[src/lase_pkg.sv]
// ----------------------------------------------------------------------------
// Local alignment score engine package
// Shared types and constants for the controller and the datapath.
// ----------------------------------------------------------------------------
package lase_pkg;

    localparam int CFG_ADDR_BITS = 2;
    localparam int CFG_DATA_BITS = 8;

    localparam logic [CFG_ADDR_BITS-1:0] CFG_MATCH_AWARD    = 2'd0;
    localparam logic [CFG_ADDR_BITS-1:0] CFG_MISMATCH_AWARD = 2'd1;
    localparam logic [CFG_ADDR_BITS-1:0] CFG_GAP_FIRST_COST = 2'd2;
    localparam logic [CFG_ADDR_BITS-1:0] CFG_GAP_MORE_COST  = 2'd3;

    localparam int BASE_BITS     = 8;
    localparam int POS_BITS      = 16;
    localparam int OUT_SCORE_BITS = 16;
    localparam int OUT_QPOS_BITS = 9;
    localparam int OUT_DATA_BITS = 48;

    typedef struct packed {
        logic load_query;
        logic start_row;
        logic calc;
        logic write_cell;
        logic end_row;
    } lase_cmd_t;

    typedef struct packed {
        logic row_done;
        logic is_ref;
        logic out_busy;
    } lase_sts_t;

endpackage

[src/lase_ctrl.sv]
// ----------------------------------------------------------------------------
// Local alignment controller
// Sequences query loads and the column sweep of one reference row.
// ----------------------------------------------------------------------------
module lase_ctrl (
    input  logic                aclk,
    input  logic                aresetn,
    input  logic                s_tvalid,
    output logic                s_tready,
    input  lase_pkg::lase_sts_t sts,
    output lase_pkg::lase_cmd_t cmd
);

    typedef enum logic [1:0] {
        ST_IDLE,
        ST_READ,
        ST_CALC,
        ST_CELL
    } state_t;

    state_t state_reg, state_next;
    logic   accept;

    assign s_tready = (state_reg == ST_IDLE);
    assign accept   = s_tvalid && s_tready;

    always_comb begin
        state_next     = state_reg;
        cmd            = '0;
        unique case (state_reg)
            ST_IDLE: begin
                if (accept) begin
                    if (sts.is_ref) begin
                        cmd.start_row = 1'b1;
                        state_next    = ST_READ;
                    end else begin
                        cmd.load_query = 1'b1;
                    end
                end
            end
            ST_READ: begin
                if (sts.row_done) begin
                    if (!sts.out_busy) begin
                        cmd.end_row = 1'b1;
                        state_next  = ST_IDLE;
                    end
                end else begin
                    state_next = ST_CALC;
                end
            end
            ST_CALC: begin
                cmd.calc   = 1'b1;
                state_next = ST_CELL;
            end
            ST_CELL: begin
                cmd.write_cell = 1'b1;
                state_next     = ST_READ;
            end
            default: state_next = ST_IDLE;
        endcase
    end

    always_ff @(posedge aclk) begin
        if (!aresetn) begin
            state_reg <= ST_IDLE;
        end else begin
            state_reg <= state_next;
        end
    end

endmodule

[config.mk]
export PLATFORM = sky130hd
export DESIGN_NAME = lase_ctrl
export DESIGN_NICKNAME = d
export VERILOG_FILES = /design/src/lase_pkg.sv /design/src/lase_ctrl.sv
export SDC_FILE = /design/constraint.sdc
export NUM_CORES = 1
export LEC_CHECK = 0
export ABC_CLOCK_PERIOD_IN_PS = 1450
export BUFFER_PORTS_ARGS = -buffer_cell sky130_fd_sc_hd__buf_2
export CORE_AREA = 8 8 45 47
export DETAILED_ROUTE_END_ITERATION = 8
export DIE_AREA = 0 0 53 55
export GPL_TIMING_DRIVEN = 0
export PLACE_DENSITY = 0.4
export REMOVE_ABC_BUFFERS = 1
export SYNTH_ARGS = -nofsm -noshare
export SYNTH_HDL_FRONTEND = slang
export SYNTH_SLANG_ARGS = --single-unit
[constraint.sdc]
create_clock -name aclk -period 1.45 [get_ports aclk]
set_clock_uncertainty 0.15 [all_clocks]
set_input_delay 0.29 -clock aclk [delete_from_list [all_inputs] [get_ports aclk]]
set_output_delay 0.29 -clock aclk [all_outputs]
set_load 0.005 [all_outputs]
==> impl_results.md <==
* Cell area after synthesis at 200 um2
* Die Y at 55 um
* Register-to-Register Path Depth at 5
* RePlAce Congestion at 0.684
* Most numerous cell in the Yosys netlist: ha_1
* Slew Viols, Final at 0
* Clock Path Buffers at 2
* IO Port Bufs at 11
* Switching pwr at 0.000113 W
* Int Power at 0.000251 W
* Sw frac at 0.310
* Setup WS post-layout at -0.0339 ns
* Pwr Density at 899 nW/um2
* Ys async rst share at 0
* CP Launch Type: flip-flop
* Vias in the first global route at 238
* Setup tns final at -0.0811 ns
* Post-synth EDFFs at 0
* Die area at 2920 um2
* Distinct cells, synth at 12
* Layout cells sized above 1 at 0.762
* DR iter-0 viols at 4
* Via density at 3.98
* Layout Utilization at 0.292
* Initial antenna violation count at 0
* Nets at 55
* VDD IR max at 0.410 mV
* Synth area leaders: ha_1 (31%), dfxtp_1 (20%), nand2_1 (7.5%), a31oi_2 (6.3%), a21boi_2 (5.6%)
* Final Hold Viols at 0
* Critical path type: reg2out
* HP Class: in2reg
* Root Buffer: clkbuf_4
* Critical path data required time at 1.01 ns
* DR pass1 iterations at 2
* Final WL at 614 um
* First-pass GRT wire length at 952 um
* # placed instances at 50
* Worst setup startpoint: state_reg[0]
* Total grt overflow at 0
* Area grow syn2layout at 102%
* Period utilisation layout at 1.02
* Row count at 14
* Hold WS at 0.206 ns
* Vias post-DR at 231
* Worst rel slew slack at 0.837
* Area leader, netlist: ha_1
* Outcome: complete, but fails checks
* Clk sinks at 2
* CTS H-tree depth at 1
* Ports at 12
* CTS tree: done
* Die width at 53 um
* RSZ-0062 raised after global routing: yes
* GRT Total Usage at 0.0475
* Top FF cell, synth: dfxtp_1
* Routed Antenna Nets at 0
* Static Leak at 0.184 nW
* Non-filler instance count after layout at 58
* Largest net degree at the start of global routing at 5
* Register share of total power at 0.214
* TritonCTS Buffers at 3
* ANT cells at 0
* Core footprint at 1380 um2
* Slew of the pin with the lowest slew margin at 0.244 ns
* Avg Cell Area, Syn at 8.70 um2
* Setup Viol. Count Final at 3
* Max Cap Violations at 0
* Starting Density at 0.145
* Synth Instances at 23
* Clk_lat worst skew at 0.22 ns
* Area share of the largest cell type after synthesis at 0.313
* Synthesized flop and latch total at 2
* Fmax at 674 MHz
* Max reg flops at 2
* R2r endpoint: state_reg[1]
* Sequential element share of the synthesized area at 0.200
* Comb pwr share at 0.451
* Hold-fix buffers, CTS at 0
* Top post-synthesis cells by count: ha_1 (5), nand2_1 (4), inv_1 (3)
* Worst EP arrival at 1.04 ns
* Clock network power share at 0.335
* Tmin final at 1.48 ns
* DRC at 0
* DR WL/cell at 10.6 um
* Critical Path End: cmd[3]
* Failing checks: negative setup slack
* R2R Setup Slk at 0.11 ns
* RR Startpoint: state_reg[0]
* Synth Warn # at 0
* Cell area after layout at 404 um2
* Critical path fanouts, max at 4
* CP Capture Type: output pin
* Clock-pin slew on the worst setup and hold paths at 0.03 ns
* Post-DP Area at 275 um2
[layout make-up]
cell class                 instances  area (um2)
clock buffer                       3        22.5
fill                             147         980
inverter                           3        16.3
multi-input combinational         18         198
sequential                         2        45.0
tap                               16        20.0
timing repair buffer              16         103
[timing repair]
| item | in CTS | in global routing |
|---|---|---|
| pin swaps | 4 | 3 |
| gates resized for setup | 16 | 3 |
| setup endpoints to repair | 7 | 5 |
| hold endpoints to repair | 0 | 0 |
| setup buffers | 5 | 0 |
[cells by family after synthesis]
family | count (synthesis) | share of synthesized area
adder cells (fa/ha/maj) | 5 | 0.313
flip-flops | 2 | 0.200
AO/OA/AOI/OAI | 4 | 0.200
AND/OR/NAND/NOR | 8 | 0.181
multiplexers | 1 | 0.0500
buffers and inverters | 3 | 0.0562
[metal layers]
| layer | vias to the layer above | wire length (um) | GRT usage |
|---|---|---|---|
| li1 | 116 | - | - |
| met1 | 103 | 291 | 0.0545 |
| met2 | 12 | 218 | 0.0508 |
| met3 | 0 | 105 | 0.0348 |
| met4 | 0 | 0 | 0.0517 |
| met5 | - | 0 | 0 |
[worst min path at each step]
stage / startpoint / to / slack [ns] / depth (start not counted)
after floorplan: aresetn / state_reg[1] / 0.29 / 2
after global placement: state_reg[1] / state_reg[1] / 0.35 / 2
after detailed placement: state_reg[1] / state_reg[1] / 0.34 / 2
after CTS: aresetn / state_reg[1] / 0.19 / 3
after global routing: aresetn / state_reg[0] / 0.24 / 3
final: aresetn / state_reg[1] / 0.21 / 3
[metrics by stage]
stage	worst slack, ns	total power (W)
after detailed placement	-0.0681	0.000171
after global routing	-0.0976	0.000397
after floorplan	0.0475	0.000134
after global placement	-0.0912	0.000173
after CTS	-0.0579	0.000363
final	-0.0339	0.000363
[power by group through the flow]
stage	Sequential (W)	Clock [W]	Combinational (W)
2_1_floorplan	0.0000704	0	0.0000635
3_3_place_gp	0.0000740	0	0.0000994
3_5_place_dp	0.0000733	0	0.0000974
4_1_cts	0.0000763	0.000132	0.000155
5_1_grt	0.0000787	0.000136	0.000183
6_report	0.0000777	0.000122	0.000164
[layout by cell type (no fill, tap or decap), types with 2 or more instances in the layout]
| cell type | instances |
|---|---|
| buf_6 | 2 |
| nand2_1 | 3 |
| buf_4 | 4 |
| inv_4 | 2 |
| ha_4 | 3 |
| buf_2 | 10 |
| clkbuf_4 | 3 |
[worst max-delay path: stages (launching register included)]
cell	delay (ns)
dfxtp_4	0.37
inv_4	0.05
ha_4	0.16
and3_4	0.14
buf_6	0.11
No activity file was read; power rests on OpenSTA's default activity.
